===== src/rtl/core/mhtq_pkg.sv =====
// Shared types, constants and helper functions of the min-heap timer queue.
package mhtq_pkg;

  localparam int CAPACITY = 64;
  localparam int ID_BITS  = 8;
  localparam int TIME_W   = 32;

  // Heap nodes are numbered from 1; node k sits at level floor(log2(k)).
  localparam int NODE_W    = $clog2(CAPACITY + 1);
  localparam int PAIR_W    = NODE_W - 1;
  localparam int SHIFT_W   = $clog2(NODE_W);
  localparam int NUM_CELLS = NODE_W - 1;

  localparam logic [1:0] MODE_ADD      = 2'd0;
  localparam logic [1:0] MODE_QUERY    = 2'd1;
  localparam logic [1:0] MODE_COMPLETE = 2'd2;

  localparam logic [1:0] OP_INS   = 2'd0;
  localparam logic [1:0] OP_SDN   = 2'd1;
  localparam logic [1:0] OP_FETCH = 2'd2;

  typedef logic [ID_BITS-1:0] id_t;

  typedef struct packed {
    logic [TIME_W-1:0] run_time;
    id_t               id;
  } elem_t;

  // Siblings 2m and 2m+1 share one memory word.
  typedef struct packed {
    elem_t odd;
    elem_t even;
  } pair_t;

  typedef struct packed {
    logic              valid;
    logic [1:0]        op;
    logic              disp;
    logic [NODE_W-1:0] k;
    logic [NODE_W-1:0] t;
    logic [SHIFT_W-1:0] s;
    logic [NODE_W-1:0] n;
    elem_t             e;
  } tok_t;

  typedef struct packed {
    logic              valid;
    logic              last;
    logic [NODE_W-1:0] k;
    elem_t             e;
  } wb_t;

  typedef struct packed {
    logic  done;
    logic  fetch_valid;
    elem_t fetch_elem;
  } stat_t;

  function automatic int addr_bits(int depth);
    return (depth > 1) ? $clog2(depth) : 1;
  endfunction

  // Number of sibling pairs stored at a level (level 1 and deeper).
  function automatic int level_depth(int lvl);
    int first;
    int span;
    first = 1 << (lvl - 1);
    span  = (CAPACITY >> 1) - first + 1;
    return (span < first) ? span : first;
  endfunction

  function automatic logic [SHIFT_W-1:0] floor_log2(logic [NODE_W-1:0] v);
    logic [SHIFT_W-1:0] r;
    r = '0;
    for (int i = 0; i < NODE_W; i++) begin
      if (v[i]) r = SHIFT_W'(i);
    end
    return r;
  endfunction

endpackage


===== src/rtl/core/mhtq_ram.sv =====
// Generic single-port RAM with registered read data.
module mhtq_ram #(
  parameter int WIDTH = 8,
  parameter int DEPTH = 2
) (
  input  logic                                    clk,
  input  logic [mhtq_pkg::addr_bits(DEPTH)-1:0]   addr,
  input  logic                                    we,
  input  logic [WIDTH-1:0]                        wdata,
  output logic [WIDTH-1:0]                        rdata
);

  logic [WIDTH-1:0] mem [DEPTH];

  always_ff @(posedge clk) begin
    if (we) begin
      mem[addr] <= wdata;
    end
    rdata <= mem[addr];
  end

endmodule


===== config.mk =====
export PLATFORM = sky130hd
export DESIGN_NAME = mhtq_ram
export DESIGN_NICKNAME = d
export VERILOG_FILES = /design/src/rtl/core/mhtq_pkg.sv /design/src/rtl/core/mhtq_ram.sv
export SDC_FILE = /design/constraint.sdc
export NUM_CORES = 1
export LEC_CHECK = 0
export BUFFER_PORTS_ARGS = -buffer_cell sky130_fd_sc_hd__buf_2
export CAP_MARGIN = 20
export CELL_PAD_IN_SITES_DETAIL_PLACEMENT = 1
export CELL_PAD_IN_SITES_GLOBAL_PLACEMENT = 1
export CORE_MARGIN = 4
export CORE_UTILIZATION = 42
export DETAILED_ROUTE_END_ITERATION = 10
export PLACE_DENSITY_LB_ADDON = 0.1
export SYNTH_ARGS = -nofsm -noshare
export SYNTH_HDL_FRONTEND = slang
export SYNTH_SLANG_ARGS = --single-unit

===== constraint.sdc =====
create_clock -name clk -period 0.9 [get_ports clk]
set_input_delay 0.09 -clock clk [delete_from_list [all_inputs] [get_ports clk]]
set_output_delay 0.09 -clock clk [all_outputs]
set_load 0.02 [all_outputs]

Yosys cells after proc, flatten, opt, wreduce, memory -nomap -nowiden --
Memories as Yosys holds them, arrays and structs flattened. A register that Yosys moved wholly into a read port is not among the register bits. Index checks and enable logic that the tools add are counted.
Operators by class: muxes and demuxes 2
Operator list (count):
- $mux W1 | 2
Storage, ports and cells: register bits 0, memory bits (writable) 16, bits of input ports 11, output and inout bits 8, word-level logic and storage cells 3, memories 1
Memory list:
- mem | words 2, bits a word 8, read ports 1, clocked after memory_dff 1, wr ports 1, line mhtq_ram.sv:13 | logic [WIDTH-1:0] mem [DEPTH];

Logic depth before layout (Yosys ltp) --
depth in word-level cells 2, gate-level depth with buffers 2, mapped depth without buffers 1

Least setup slack after synthesis --
Ideal clock, no wire load.
path type in2reg, start point input addr, end point memory mem[0][0] (enable), setup time 309 ps, arrival time 506 ps, data required time 591 ps, setup slack 85 ps, stages 2, path buffers 1, cells stage by stage buf_6 > and2b_2
RTL lines:
- start, declared | line mhtq_ram.sv:7 | input logic [mhtq_pkg::addr_bits(DEPTH)-1:0] addr,
- end, declared | line mhtq_ram.sv:13
Straight into the memory's write port.

Worst setup path in the final report --
start point register rdata[7] (read register of mem), end point output rdata[7]
RTL lines:
- start, declared | line mhtq_ram.sv:10 | output logic [WIDTH-1:0] rdata
No word-level cell between the ends.

==> summary.md <==
| Metric | Value |
|---|---|
| Crit. End Element | `output pin` |
| Reg power frac | `0.650` |
| Layout cells sized above 1 | `0.582` |
| CTS tree | `done` |
| Worst VDD drop | `~0.0011 V` |
| Int Pwr | `1.58 mW` |
| Slew @ Worst Pin | `between 200 and 250 ps` |
| Die X | `roughly 50 µm` |
| Area Growth Syn to Fin | `36.0%` |
| Placed insts | `80` |
| Switching part of the total | `0.207` |
| Gate Count Post-Synth | `35` |
| Fin crit share | `0.958` |
| Net Switching | `around 0.41 mW` |
| DRC viols | `0` |
| Diode count | `0` |
| Final Slew Violations | `0` |
| Clock transition at path regs | `roughly 120 ps` |
| Synth Flop Type | `edfxtp_1` |
| I/O pin total | `19` |
| Top post-synthesis cells by area | `edfxtp_1, dfxtp_1, mux2_4, buf_6, and2b_2` |
| Tmin final | `between 800 and 900 ps` |
| I/O Buffers | `18` |
| Final wirelength | `approximately 1200 µm` |
| Avg Vias per Cell | `approximately 4.3` |
| Synthesized flop and latch total | `24` |
| Startpoint Class | `register` |
| Yosys warnings | `0` |
| Cell Area, Placed | `between 900 and 1000 µm²` |
| RD Place Congestion | `0.616` |
| CP arrival | `around 770 ps` |
| Worst reg2reg path depth | `1` |
| Slowest-stage cell, CP | `dfxtp_1` |
| Avg Cell Area, Syn | `22.5 µm²` |
| Clock Power Share | `0.223` |
| Initial antenna violation count | `0` |
| Clk_lat worst skew | `300 ps` |
| CP max FO | `1` |
| Setup violations, final | `0` |
| Max Buffers Root-to-Sink | `2` |
| Worst EP required | `810 ps` |
| Worst path cell trace | `buf_4` |
| Final core occ | `0.614` |
| Num CTS Buffers | `3` |
| Mapped Nets | `between 40 and 50` |
| Max incr delay on CP | `340 ps` |
| Initial DRT Pass Iterations | `1` |
| CP Launch Point | `rdata[7]$_DFF_P_` |
| Crit path buf inv count | `1` |
| Pwr Density | `1860 nW/µm²` |
| Fmax | `approximately 1200 MHz` |
| Yosys cell types | `6` |
| Top-count cell post-synth | `edfxtp_1` |
| Gr ovfl total | `0` |
| Headroom to the max-slew limit | `0.858` |
| Initial core utilization | `0.452` |
| CTS Root Cell | `clkbuf_4` |
| Min-delay src | `addr` |
| Clock skew | `around 3.5 ps` |
| First-pass GRT wire length | `between 1500 and 2000 µm` |
| Status | `finished clean` |
| Post-synth top cells | `edfxtp_1, dfxtp_1, mux2_4` |
| Post-DP HPWL | `between 900 and 1000 µm` |
| Number of global-route vias before repair | `between 400 and 500` |
| Via count | `394` |
| Number of max-cap violations | `0` |
| Cell family with most CP delay | `flip-flops` |
| Routed Antenna Nets | `0` |
| Leakage | `about 0.44 nW` |
| Async SR Flop Fraction | `0` |
| Combinational cell fraction of total power | `0.127` |
| Total track usage | `0.108` |
| Die ar. | `between 2000 and 3000 µm²` |
| Sequential fraction of the synthesis area | `0.813` |
| Post-Syn Area | `~790 µm²` |
| Core footprint | `1750 µm²` |
| Die Ht | `between 50 and 60 µm` |
| Min-Delay Path Depth | `3` |
| Final Hold Vio Count | `0` |
| WS Path Type | `register to output pin` |
| Worst r2r src | `mem[0][3]$_DFFE_PP_` |
| Post-synth EDFFs | `16` |
| DR WL/cell | `13.5 µm` |
| Hold Path Class | `primary input to register` |
| # rows | `15` |
| Synth area leader | `edfxtp_1` |
| RR Endpoint | `rdata[3]$_DFF_P_` |
| R2R setup slack | `~130 ps` |
| Top cell type's share of synthesized area | `0.610` |
| Dpl ws | `16.1 ps` |
| Hold Path End | `rdata[5]$_DFF_P_` |
| 1st-iter DRT viols | `0` |
| PnR worst setup slack | `between 30 and 40 ps` |
| Finished Cell Area | `around 1100 µm²` |
| Max H-tree Level | `1` |
| Setup bufs post-CTS | `0` |
| Non-Filler Instances | `between 90 and 100` |
| Largest net degree at the start of global routing | `14` |
| Clock sinks | `24` |
| Layout net count | `79` |
-- cell families after synthesis --
logic type,after synthesis,synth area share
AND/OR/NAND/NOR,2,0.0206
flip-flops,24,0.813
multiplexers,8,0.152
buffers and inverters,1,0.0143
-- metrics by stage --
stage | power (mW) | hold slack (ps) | TNS, ps
2_1_floorplan | 1.43 | 189 | 0
3_3_place_gp | 1.49 | 278 | 0
3_5_place_dp | 1.51 | 283 | 0
4_1_cts | 1.98 | 201 | 0
5_1_grt | 2.10 | 211 | -11.8
6_report | 1.99 | 201 | 0
-- state kept, by name, summed over array words and instances, names as in the netlist --
name	flops
mem	16
rdata	8
-- timing repair --
item / CTS / global route
setup endpoints to repair: 1 / 8
hold endpoints to repair: 16 / 0
hold buffers: 8 / 0
gates resized for setup: 1 / 17
-- layout by cell type, fill, tap and decap left out, types with 3 or more instances in the layout --
master / count
edfxtp_1: 16
buf_2: 10
clkbuf_4: 3
dlygate4sd3_1: 8
mux2_4: 8
buf_6: 5
dfxtp_2: 5
dfxtp_1: 3
buf_4: 6
-- layout make-up --
cell class / count / area (µm²)
clock buffers: 3 / 22.5
multi-input cells: 10 / 136
fillers: 163 / 673
well taps: 25 / 31.3
repair buffers: 29 / 231
clock inverters: 1 / 3.75
flip-flops and latches: 24 / 647
-- tightest hold or removal path, cell delays in order --
cell and delay [ps]:
buf_2 120, buf_4 130, mux2_4 140
-- metal layers --
metal	global-route usage	vias to the layer above	wire length, µm
met2	0.206	11	761
met4	0.0524	0	0
li1	-	192	-
met3	0.0262	0	49
met1	0.108	191	433
met5	0	-	0
-- power groups by stage --
| stage | registers, mW | logic (mW) | clock network, mW |
|---|---|---|---|
| 2_1_floorplan | 1.35 | 0.0780 | 0 |
| 3_3_place_gp | 1.30 | 0.190 | 0 |
| 3_5_place_dp | 1.31 | 0.199 | 0 |
| 4_1_cts | 1.29 | 0.228 | 0.464 |
| 5_1_grt | 1.30 | 0.269 | 0.524 |
| 6_report | 1.29 | 0.253 | 0.443 |
-- how the worst max path moves through the flow --
stage	endpoint	slack [ps]	cells after the start
after global placement	mem[0][3]$_DFFE_PP_	40	2
after CTS	rdata[0]	9	1
final	rdata[7]	40	1
after global routing	rdata[7]	-10	1
after floorplan	mem[0][0]$_DFFE_PP_	80	2
after detailed placement	mem[0][2]$_DFFE_PP_	20	2
(Power assumes the default switching activity.)
