--- config.mk ---
export PLATFORM = sky130hd
export DESIGN_NAME = mhtq_cell
export DESIGN_NICKNAME = d
export VERILOG_FILES = /design/src/rtl/core/mhtq_pkg.sv /design/src/rtl/core/mhtq_cell.sv
export SDC_FILE = /design/constraint.sdc
export NUM_CORES = 1
export LEC_CHECK = 0
export BUFFER_PORTS_ARGS = -buffer_cell sky130_fd_sc_hd__clkbuf_2
export CAP_MARGIN = 30
export CORE_UTILIZATION = 53
export CTS_CLUSTER_SIZE = 20
export DETAILED_ROUTE_END_ITERATION = 8
export GPL_TIMING_DRIVEN = 0
export PLACE_DENSITY = 0.81
export SLEW_MARGIN = 10
export SYNTH_ARGS = -nofsm -noshare
export SYNTH_HDL_FRONTEND = slang
export SYNTH_SLANG_ARGS = --single-unit
--- constraint.sdc ---
create_clock -name clk -period 7.8 [get_ports clk]
set_input_delay 1.56 -clock clk [delete_from_list [all_inputs] [get_ports clk]]
set_output_delay 1.56 -clock clk [all_outputs]
set_load 0.005 [all_outputs]
--- src/rtl/core/mhtq_pkg.sv ---
// Shared types, constants and helper functions of the min-heap timer queue.
package mhtq_pkg;

  localparam int CAPACITY = 64;
  localparam int ID_BITS  = 8;
  localparam int TIME_W   = 32;

  // Heap nodes are numbered from 1; node k sits at level floor(log2(k)).
  localparam int NODE_W    = $clog2(CAPACITY + 1);
  localparam int PAIR_W    = NODE_W - 1;
  localparam int SHIFT_W   = $clog2(NODE_W);
  localparam int NUM_CELLS = NODE_W - 1;

  localparam logic [1:0] MODE_ADD      = 2'd0;
  localparam logic [1:0] MODE_QUERY    = 2'd1;
  localparam logic [1:0] MODE_COMPLETE = 2'd2;

  localparam logic [1:0] OP_INS   = 2'd0;
  localparam logic [1:0] OP_SDN   = 2'd1;
  localparam logic [1:0] OP_FETCH = 2'd2;

  typedef logic [ID_BITS-1:0] id_t;

  typedef struct packed {
    logic [TIME_W-1:0] run_time;
    id_t               id;
  } elem_t;

  // Siblings 2m and 2m+1 share one memory word.
  typedef struct packed {
    elem_t odd;
    elem_t even;
  } pair_t;

  typedef struct packed {
    logic              valid;
    logic [1:0]        op;
    logic              disp;
    logic [NODE_W-1:0] k;
    logic [NODE_W-1:0] t;
    logic [SHIFT_W-1:0] s;
    logic [NODE_W-1:0] n;
    elem_t             e;
  } tok_t;

  typedef struct packed {
    logic              valid;
    logic              last;
    logic [NODE_W-1:0] k;
    elem_t             e;
  } wb_t;

  typedef struct packed {
    logic  done;
    logic  fetch_valid;
    elem_t fetch_elem;
  } stat_t;

  function automatic int addr_bits(int depth);
    return (depth > 1) ? $clog2(depth) : 1;
  endfunction

  // Number of sibling pairs stored at a level (level 1 and deeper).
  function automatic int level_depth(int lvl);
    int first;
    int span;
    first = 1 << (lvl - 1);
    span  = (CAPACITY >> 1) - first + 1;
    return (span < first) ? span : first;
  endfunction

  function automatic logic [SHIFT_W-1:0] floor_log2(logic [NODE_W-1:0] v);
    logic [SHIFT_W-1:0] r;
    r = '0;
    for (int i = 0; i < NODE_W; i++) begin
      if (v[i]) r = SHIFT_W'(i);
    end
    return r;
  endfunction

endpackage

--- src/rtl/core/mhtq_cell.sv ---
// One heap level: reads a sibling pair, decides, writes back and passes the token on.
module mhtq_cell (
  input  logic                         clk,
  input  logic                         rst,
  input  mhtq_pkg::tok_t               tok_in,
  output mhtq_pkg::tok_t               tok_out,
  input  mhtq_pkg::wb_t                wb_in,
  output mhtq_pkg::wb_t                wb_out,
  output mhtq_pkg::stat_t              stat,
  output logic [mhtq_pkg::PAIR_W-1:0]  ram_addr,
  output logic                         ram_we,
  output mhtq_pkg::pair_t              ram_wdata,
  input  mhtq_pkg::pair_t              ram_rdata
);

  mhtq_pkg::tok_t  tok_q;
  mhtq_pkg::pair_t pair_q;
  logic [mhtq_pkg::NODE_W-1:0] k_in;

  mhtq_pkg::elem_t x;
  mhtq_pkg::elem_t pick;
  logic half;
  logic leaf;
  logic take;
  logic vl;
  logic vr;
  logic pick_r;
  logic go;
  logic [mhtq_pkg::NODE_W:0] left_idx;
  mhtq_pkg::pair_t ins_pair;
  mhtq_pkg::pair_t wb_pair;
  mhtq_pkg::tok_t  tok_next;
  mhtq_pkg::wb_t   wb_next;
  mhtq_pkg::stat_t stat_next;

  // Sift-down tokens carry the parent node; insert and fetch carry a path target.
  always_comb begin
    if (tok_in.op == mhtq_pkg::OP_SDN) begin
      k_in = tok_in.k;
    end else begin
      k_in = tok_in.t >> tok_in.s;
    end
  end

  always_comb begin
    half = tok_q.k[0];
    x    = half ? ram_rdata.odd : ram_rdata.even;
    leaf = (tok_q.s == '0);
    take = leaf || tok_q.disp || (tok_q.e.run_time < x.run_time);

    ins_pair = ram_rdata;
    if (half) begin
      ins_pair.odd = tok_q.e;
    end else begin
      ins_pair.even = tok_q.e;
    end

    left_idx = {tok_q.k, 1'b0};
    vl       = left_idx <= {1'b0, tok_q.n};
    vr       = (left_idx + (mhtq_pkg::NODE_W + 1)'(1)) <= {1'b0, tok_q.n};
    pick_r   = vr && (ram_rdata.odd.run_time < ram_rdata.even.run_time);
    pick     = pick_r ? ram_rdata.odd : ram_rdata.even;
    go       = vl && (pick.run_time < tok_q.e.run_time);

    wb_pair = pair_q;
    if (wb_in.k[0]) begin
      wb_pair.odd = wb_in.e;
    end else begin
      wb_pair.even = wb_in.e;
    end

    tok_next  = '0;
    wb_next   = '0;
    stat_next = '0;
    if (tok_q.valid) begin
      unique case (tok_q.op)
        mhtq_pkg::OP_INS: begin
          if (leaf) begin
            stat_next.done = 1'b1;
          end else begin
            tok_next      = tok_q;
            tok_next.s    = tok_q.s - mhtq_pkg::SHIFT_W'(1);
            tok_next.disp = tok_q.disp | take;
            tok_next.e    = take ? x : tok_q.e;
          end
        end
        mhtq_pkg::OP_FETCH: begin
          if (leaf) begin
            stat_next.fetch_valid = 1'b1;
            stat_next.fetch_elem  = x;
          end else begin
            tok_next   = tok_q;
            tok_next.s = tok_q.s - mhtq_pkg::SHIFT_W'(1);
          end
        end
        mhtq_pkg::OP_SDN: begin
          wb_next.valid = 1'b1;
          wb_next.last  = !go;
          wb_next.k     = tok_q.k;
          wb_next.e     = go ? pick : tok_q.e;
          if (go) begin
            tok_next   = tok_q;
            tok_next.k = left_idx[mhtq_pkg::NODE_W-1:0] | mhtq_pkg::NODE_W'(pick_r);
          end
        end
        default: begin
        end
      endcase
    end
    if (wb_in.valid && wb_in.last) begin
      stat_next.done = 1'b1;
    end

    // One port: write-backs from below, insert writes, then the read of a new token.
    if (wb_in.valid) begin
      ram_addr  = wb_in.k[mhtq_pkg::NODE_W-1:1];
      ram_we    = 1'b1;
      ram_wdata = wb_pair;
    end else if (tok_q.valid && (tok_q.op == mhtq_pkg::OP_INS) && take) begin
      ram_addr  = tok_q.k[mhtq_pkg::NODE_W-1:1];
      ram_we    = 1'b1;
      ram_wdata = ins_pair;
    end else begin
      if (tok_in.op == mhtq_pkg::OP_SDN) begin
        ram_addr = k_in[mhtq_pkg::PAIR_W-1:0];
      end else begin
        ram_addr = k_in[mhtq_pkg::NODE_W-1:1];
      end
      ram_we    = 1'b0;
      ram_wdata = ins_pair;
    end
  end

  always_ff @(posedge clk) begin
    if (rst) begin
      tok_q   <= '0;
      tok_out <= '0;
      wb_out  <= '0;
      stat    <= '0;
    end else begin
      tok_q   <= tok_in;
      tok_q.k <= k_in;
      tok_out <= tok_next;
      wb_out  <= wb_next;
      stat    <= stat_next;
    end
  end

  // The pair around the hole is kept for the write-back that the next level returns.
  always_ff @(posedge clk) begin
    if (tok_q.valid && (tok_q.op == mhtq_pkg::OP_SDN)) begin
      pair_q <= ram_rdata;
    end
  end

endmodule

-- Word level (Yosys, flattened, before mapping)
Cells that the tools add are included.
- bits in latches: 0
- bits in registers: 307
- bits in writable memories: 0
- ROM bits: 0
- input port bits: 199
- output and inout bits: 246
- memories kept: 0
- equality and inequality tests: 3
- add/subtract/negate cells: 2
- mux-type cells: 26
- multipliers: 0
- reductions and logical operators: 15
- bitwise operators: 6
- div/mod/pow operators: 0
- shift-type cells: 1
- order comparisons: 5
- operator list (kind ; number):
    $mux W40 ; 8
    $mux W68 ; 3
    $pmux W68 S3 ; 1
    $lt A32 B32 Y1 ; 3
    $mux W41 ; 2
    $mux W80 ; 1
    $mux W49 ; 1
    $mux W42 ; 1
    $mux W6 ; 3
    $le A8 B7 Y1 ; 2
    $add A8 B1 Y8 const B ; 1
    $mux W7 ; 1
    $or A7 B1 Y7 ; 1
    $shr A7 B3 Y7 ; 1
    $logic_and A1 B1 Y1 ; 6
    $reduce_or A3 Y1 ; 2
    $mux W1 ; 5
    $eq A2 B1 Y1 const B ; 2
    $not A1 Y1 ; 4
    $reduce_or A4 Y1 ; 1
    $logic_not A3 Y1 ; 1
    $sub A3 B1 Y3 const B ; 1
    $eq A2 B2 Y1 const B ; 1
    $logic_not A2 Y1 ; 1
    4 further kinds ; 5

-- Longest topological paths before layout
- word-level depth: 8
- depth in mapped cells: 22
- depth with buffers taken out: 17

-- Worst setup path after synthesis
OpenSTA, ideal clock, no wires.
- path type: input to register
- start: input ram_rdata[13] in the netlist's numbering
- end: register tok_out[7] in the netlist's numbering
- cell stages on the path: 19
- buffers on the path: 2
- setup slack: 1.483 ns
- data required time: 7.723 ns
- arrival time: 6.240 ns
- cell sequence: inv_1 ha_1 a211o_1 a21oi_1 o31ai_1 a311o_1 a31oi_2 clkbuf_1 mux2_2 ha_1 a2111oi_2 o21ai_1 a221oi_2 nor2_1 or4_4 or3_4 o22a_2 buf_6 o22ai_2
- word-level cells in the longest chain between the ends: 7
- elaborated cells on any way between the ends: 12
- RTL lines (element ; RTL line ; RTL):
    start: declaration ; mhtq_cell.sv:13 ; input mhtq_pkg::pair_t ram_rdata
    $lt A32 B32 Y1 ; mhtq_cell.sv:61 ; pick_r = vr && (ram_rdata.odd.run_time < ram_rdata.even.run_time);
    $logic_and A1 B1 Y1 ; mhtq_cell.sv:61 ;
    $mux W40 ; mhtq_cell.sv:62 ; pick = pick_r ? ram_rdata.odd : ram_rdata.even;
    $lt A32 B32 Y1 ; mhtq_cell.sv:63 ; go = vl && (pick.run_time < tok_q.e.run_time);
    $logic_and A1 B1 Y1 ; mhtq_cell.sv:63 ;
    $mux W68 ; mhtq_cell.sv:101 ; if (go) begin
    $pmux W68 S3 * ; mhtq_cell.sv:76 ; unique case (tok_q.op)
    end signal: assignment ; mhtq_cell.sv:143 ; tok_out <= tok_next;
    end: declaration ; mhtq_cell.sv:6 ; output mhtq_pkg::tok_t tok_out,
Every way passes the cells marked *; elsewhere a longest branch is shown, timed or not.
A chain may end at the register's enable or synchronous reset.

-- Worst setup path after layout
- start: register tok_q, in the netlist half
- end: register wb_out[8] in the netlist's numbering
- word-level cells in the longest chain between the ends: 7
- elaborated cells on any way between the ends: 8
- RTL lines (element ; RTL line ; RTL):
    start: declaration ; mhtq_cell.sv:16 ; mhtq_pkg::tok_t tok_q;
    start signal: assignment ; mhtq_cell.sv:141 ; tok_q <= tok_in;
    $add A8 B1 Y8 ; mhtq_cell.sv:60 ; vr = (left_idx + (mhtq_pkg::NODE_W + 1)'(1)) <= {1'b0, tok_q.n};
    $le A8 B7 Y1 ; mhtq_cell.sv:60 ;
    $logic_and A1 B1 Y1 ; mhtq_cell.sv:61 ;
    $mux W40 ; mhtq_cell.sv:62 ;
    $lt A32 B32 Y1 ; mhtq_cell.sv:63 ;
    $logic_and A1 B1 Y1 ; mhtq_cell.sv:63 ;
    $mux W40 * ; mhtq_cell.sv:100 ; wb_next.e = go ? pick : tok_q.e;
    end signal: assignment ; mhtq_cell.sv:144 ; wb_out <= wb_next;
    end: declaration ; mhtq_cell.sv:8 ; output mhtq_pkg::wb_t wb_out,
Marked as above.

==> summary.md <==
| Metric | Value |
|---|---|
| Outcome | `finished clean` |
| H-tree Lvls | `1` |
| Layout fillers | `approximately 2300` |
| Synth Flop Type | `dfxtp_1` |
| Most frequent cells in the layout | `445 x clkbuf_2, 227 x dfxtp_1, 136 x mux2i_1, 128 x a21oi_1, 111 x nor2_1` |
| TritonCTS clock tree | `done` |
| CP arrival | `~8.1 ns` |
| Psw | `around 1.2 mW` |
| Critical path launch point type | `register` |
| CP max-delay cell | `a2111oi_0` |
| PD cells | `213 nW/µm²` |
| Power consumption | `4.05 mW` |
| Overflow after GRT | `0` |
| Final slew viol count | `0` |
| Setup TNS | `0 ns` |
| CTS Sinks | `around 310` |
| Net Count, Synth | `roughly 1800` |
| Root buffer cell | `clkbuf_16` |
| Peak VDD IR | `between 0.15 and 0.2 mV` |
| Row count | `approximately 60` |
| Area of the multi-input gates | `7500 µm²` |
| First-pass GRT wire length | `roughly 80000 µm` |
| Clock power share | `0.388` |
| Io pins | `about 450` |
| Hold_buf cts | `0` |
| Min Tclk post-route | `a little under 8 ns` |
| HPWL after DPL | `around 43000 µm` |
| Crit path to | `wb_out[8]$_SDFF_PP0_` |
| Initial DRC count | `approximately 1400` |
| Max Fclk | `around 130 MHz` |
| Slew @ Worst Pin | `between 1 and 1.5 ns` |
| Buf+Inv Stages, Crit Path | `6` |
| Clock buffer depth | `3` |
| Clk_skew | `0.0253 ns` |
| Post-synthesis area per instance | `between 10 and 15 µm²` |
| Part of the power in registers | `0.418` |
| Final Non-Filler Cells | `~2400` |
| Pre-CTS setup slack | `-0.448 ns` |
| Internal | `between 2 and 3 mW` |
| DR vias | `around 14000` |
| R2R Path End | `wb_out[8]$_SDFF_PP0_` |
| Max-cap violations | `0` |
| TritonCTS Buffers | `31` |
| Cell count after synthesis | `between 1500 and 2000` |
| Nets | `2280` |
| Drt drc | `0` |
| Antenna violations before repair | `4` |
| Starting Density | `0.543` |
| Drt pass-1 iters | `5` |
| Number of cells on the critical path | `21` |
| Vias in the first global route | `14400` |
| Layout cell share with drive strength beyond 1 | `0.289` |
| CP cell instances | `clkbuf_1, clkbuf_1, clkbuf_2, buf_1, inv_1, ha_1, nor3_1, o32ai_1, nand4_1, a31oi_4, clkbuf_2, mux2_2, ha_1, nand4_1, nor3_1, nand4_1, a2111oi_0, o21ai_0, mux2i_2, nor3_1, a211oi_1` |
| Commonest non-fill, non-tap cell in the layout | `clkbuf_2` |
| Min-delay worst type | `reg2reg` |
| Post-CTS Setup Repair Bufs | `0` |
| Core area | `approximately 28000 µm²` |
| Final Setup Violations | `0` |
| Die area | `a little under 30000 µm²` |
| Critical Path RT | `8.21 ns` |
| Wire length per cell | `between 20 and 25 µm` |
| Post-synth ARST share | `0` |
| Worst-path clk slew | `0.06 ns` |
| Placed insts | `~2300` |
| CP Class | `reg2reg` |
| Max_slew headroom | `0.295` |
| Largest net degree at the start of global routing | `42` |
| DRT Wirelength | `roughly 56000 µm` |
| Vias per cell | `around 6.0` |
| Total GRT Usage | `0.374` |
| Syn-to-layout area delta | `25.3%` |
| Logic pwr share | `0.194` |
| Slowest Stage Delay on Critical Path | `0.65 ns` |
| Delay-heaviest family, CP | `buffers and inverters` |
| Post-synthesis sequential area ratio | `0.457` |
| Sw Share | `0.284` |
| Synth Register Bits | `307` |
| ANT nets after route | `0` |
| Die Y | `~170 µm` |
| FF-to-FF path depth | `21` |
| Syn. warnings | `0` |
| Buffers on Ports | `441` |
| Reg2Reg Launch Point | `half$_SDFF_PP0_` |
| Final WS setup | `roughly 0.11 ns` |
| EDFF count, synth | `80` |
| Final hold vios | `0` |
| Post-Synthesis Cell Area | `about 15000 µm²` |
| Crit. End Element | `register` |
| Crit path max fanout | `10` |
| Crit. Startpoint | `half$_SDFF_PP0_` |
| Seq. cell area | `approximately 6900 µm²` |
| Die Wd | `171 µm` |
| RD Place Congestion | `0.964` |
| Post-synth cell types | `55` |
| Static Leak | `8.58 nW` |
| Final period util | `0.986` |
| Clk_lat worst skew | `between 0.5 and 0.6 ns` |
| RSZ-0062 raised after global routing | `no` |
| R2R setup slack | `roughly 0.11 ns` |
[cells in the mapped netlist, types with 3 or more instances]
master,n,area share
and4_1,7,0.0040
mux2i_1,137,0.090
nand4_1,43,0.018
dfxtp_1,227,0.30
nand2b_1,4,0.0016
a21o_1,12,0.0059
o21ai_0,18,0.0059
buf_2,6,0.0020
and2_1,21,0.0086
or3_1,5,0.0021
inv_1,93,0.023
a21oi_1,128,0.042
edfxtp_1,80,0.16
buf_6,4,0.0030
o22ai_2,20,0.016
o21a_1,4,0.0020
buf_1,20,0.0049
mux2_2,35,0.026
nand2_1,30,0.0074
o31ai_1,32,0.016
o211ai_1,3,0.0015
or2_2,3,0.0012
nor3_1,11,0.0036
ha_1,102,0.084
nand3_1,9,0.0030
nor2_1,111,0.027
clkbuf_1,72,0.018
a211oi_1,95,0.047
o22ai_1,21,0.0086
a211o_1,3,0.0017
nor2b_1,107,0.044
a31oi_1,3,0.0012
a22o_1,9,0.0052
[metrics by stage]
| stage | instance area (µm²) | util | hold WS, ns |
|---|---|---|---|
| after floorplan | 15200 | - | 0.406 |
| after global placement | 17900 | 0.638 | 0.410 |
| after detailed placement | 17900 | 0.639 | 0.422 |
| after CTS | 19000 | 0.678 | 0.433 |
| after global routing | 19000 | 0.680 | 0.449 |
| final | 19000 | 0.680 | 0.433 |
[worst min-delay path by stage]
stage	startpoint	endpoint	slack (ns)	depth (start not counted)
6_report	tok_q[51]$_SDFF_PP0_	tok_out[51]$_SDFF_PP0_	0.43	1
5_1_grt	tok_q[51]$_SDFF_PP0_	tok_out[51]$_SDFF_PP0_	0.45	1
4_1_cts	tok_q[51]$_SDFF_PP0_	tok_out[51]$_SDFF_PP0_	0.43	1
3_5_place_dp	tok_q[56]$_SDFF_PP0_	tok_out[56]$_SDFF_PP0_	0.42	1
3_3_place_gp	tok_q[51]$_SDFF_PP0_	tok_out[51]$_SDFF_PP0_	0.41	1
2_1_floorplan	tok_q[50]$_SDFF_PP0_	tok_out[50]$_SDFF_PP0_	0.41	1
[power by group through the flow]
stage          sequential (mW)  combinational (mW)  clock (mW)
2_1_floorplan             1.72               0.450           0
3_3_place_gp              1.73               0.739           0
3_5_place_dp              1.73               0.758           0
4_1_cts                   1.69               0.764        1.58
5_1_grt                   1.70               0.849        1.64
6_report                  1.70               0.787        1.57
[cell families (layout without fill, tap and decap cells)]
logic type	after synthesis	after routing	share of synthesized area
AND/OR/NAND/NOR	358	358	0.126
buffers and inverters	195	696	0.0506
AO/OA/AOI/OAI	369	369	0.166
adder cells (fa/ha/maj)	102	102	0.0840
other	0	4	0
multiplexers	172	172	0.116
flip-flops	307	307	0.457
[sequential cells by signal, indices dropped and copies added, names as in the netlist]
name and cells:
tok_out 68, wb_out 49, tok_q 61, stat 42, half 1, pair_q 80, left_idx 6
[layout make-up]
cell class,instances,area share
antenna,4,0.000526
buffer,102,0.0223
clock buffer,44,0.0509
clock inverter,14,0.00657
inverter,93,0.0185
multi-input combinational,1001,0.394
sequential,307,0.365
tap,378,0.0248
timing repair buffer,443,0.118
[layer usage]
layer,GRT usage,up-vias,part of all wire
met5,0,-,0
met3,0.105,187,0.11
met1,0.435,6846,0.37
met4,0.209,0,0.051
li1,-,6433,-
met2,0.619,887,0.47
[repair_timing]
item / CTS / global route
gates resized for setup: 2 / 8
cloned: 0 / 0
endpoints found under the setup margin: 30 / 102
[worst register-to-register path: cells and delay by family (launching register included)]
kind	cells	cell delay (ns)
adder cells (fa/ha/maj)	2	0.53
AND/OR/NAND/NOR	6	1.43
AO/OA/AOI/OAI	5	1.73
buffers and inverters	6	2.59
multiplexers	2	0.90
flip-flops	1	0.35
Note: power is estimated with default switching activity, not from simulation.
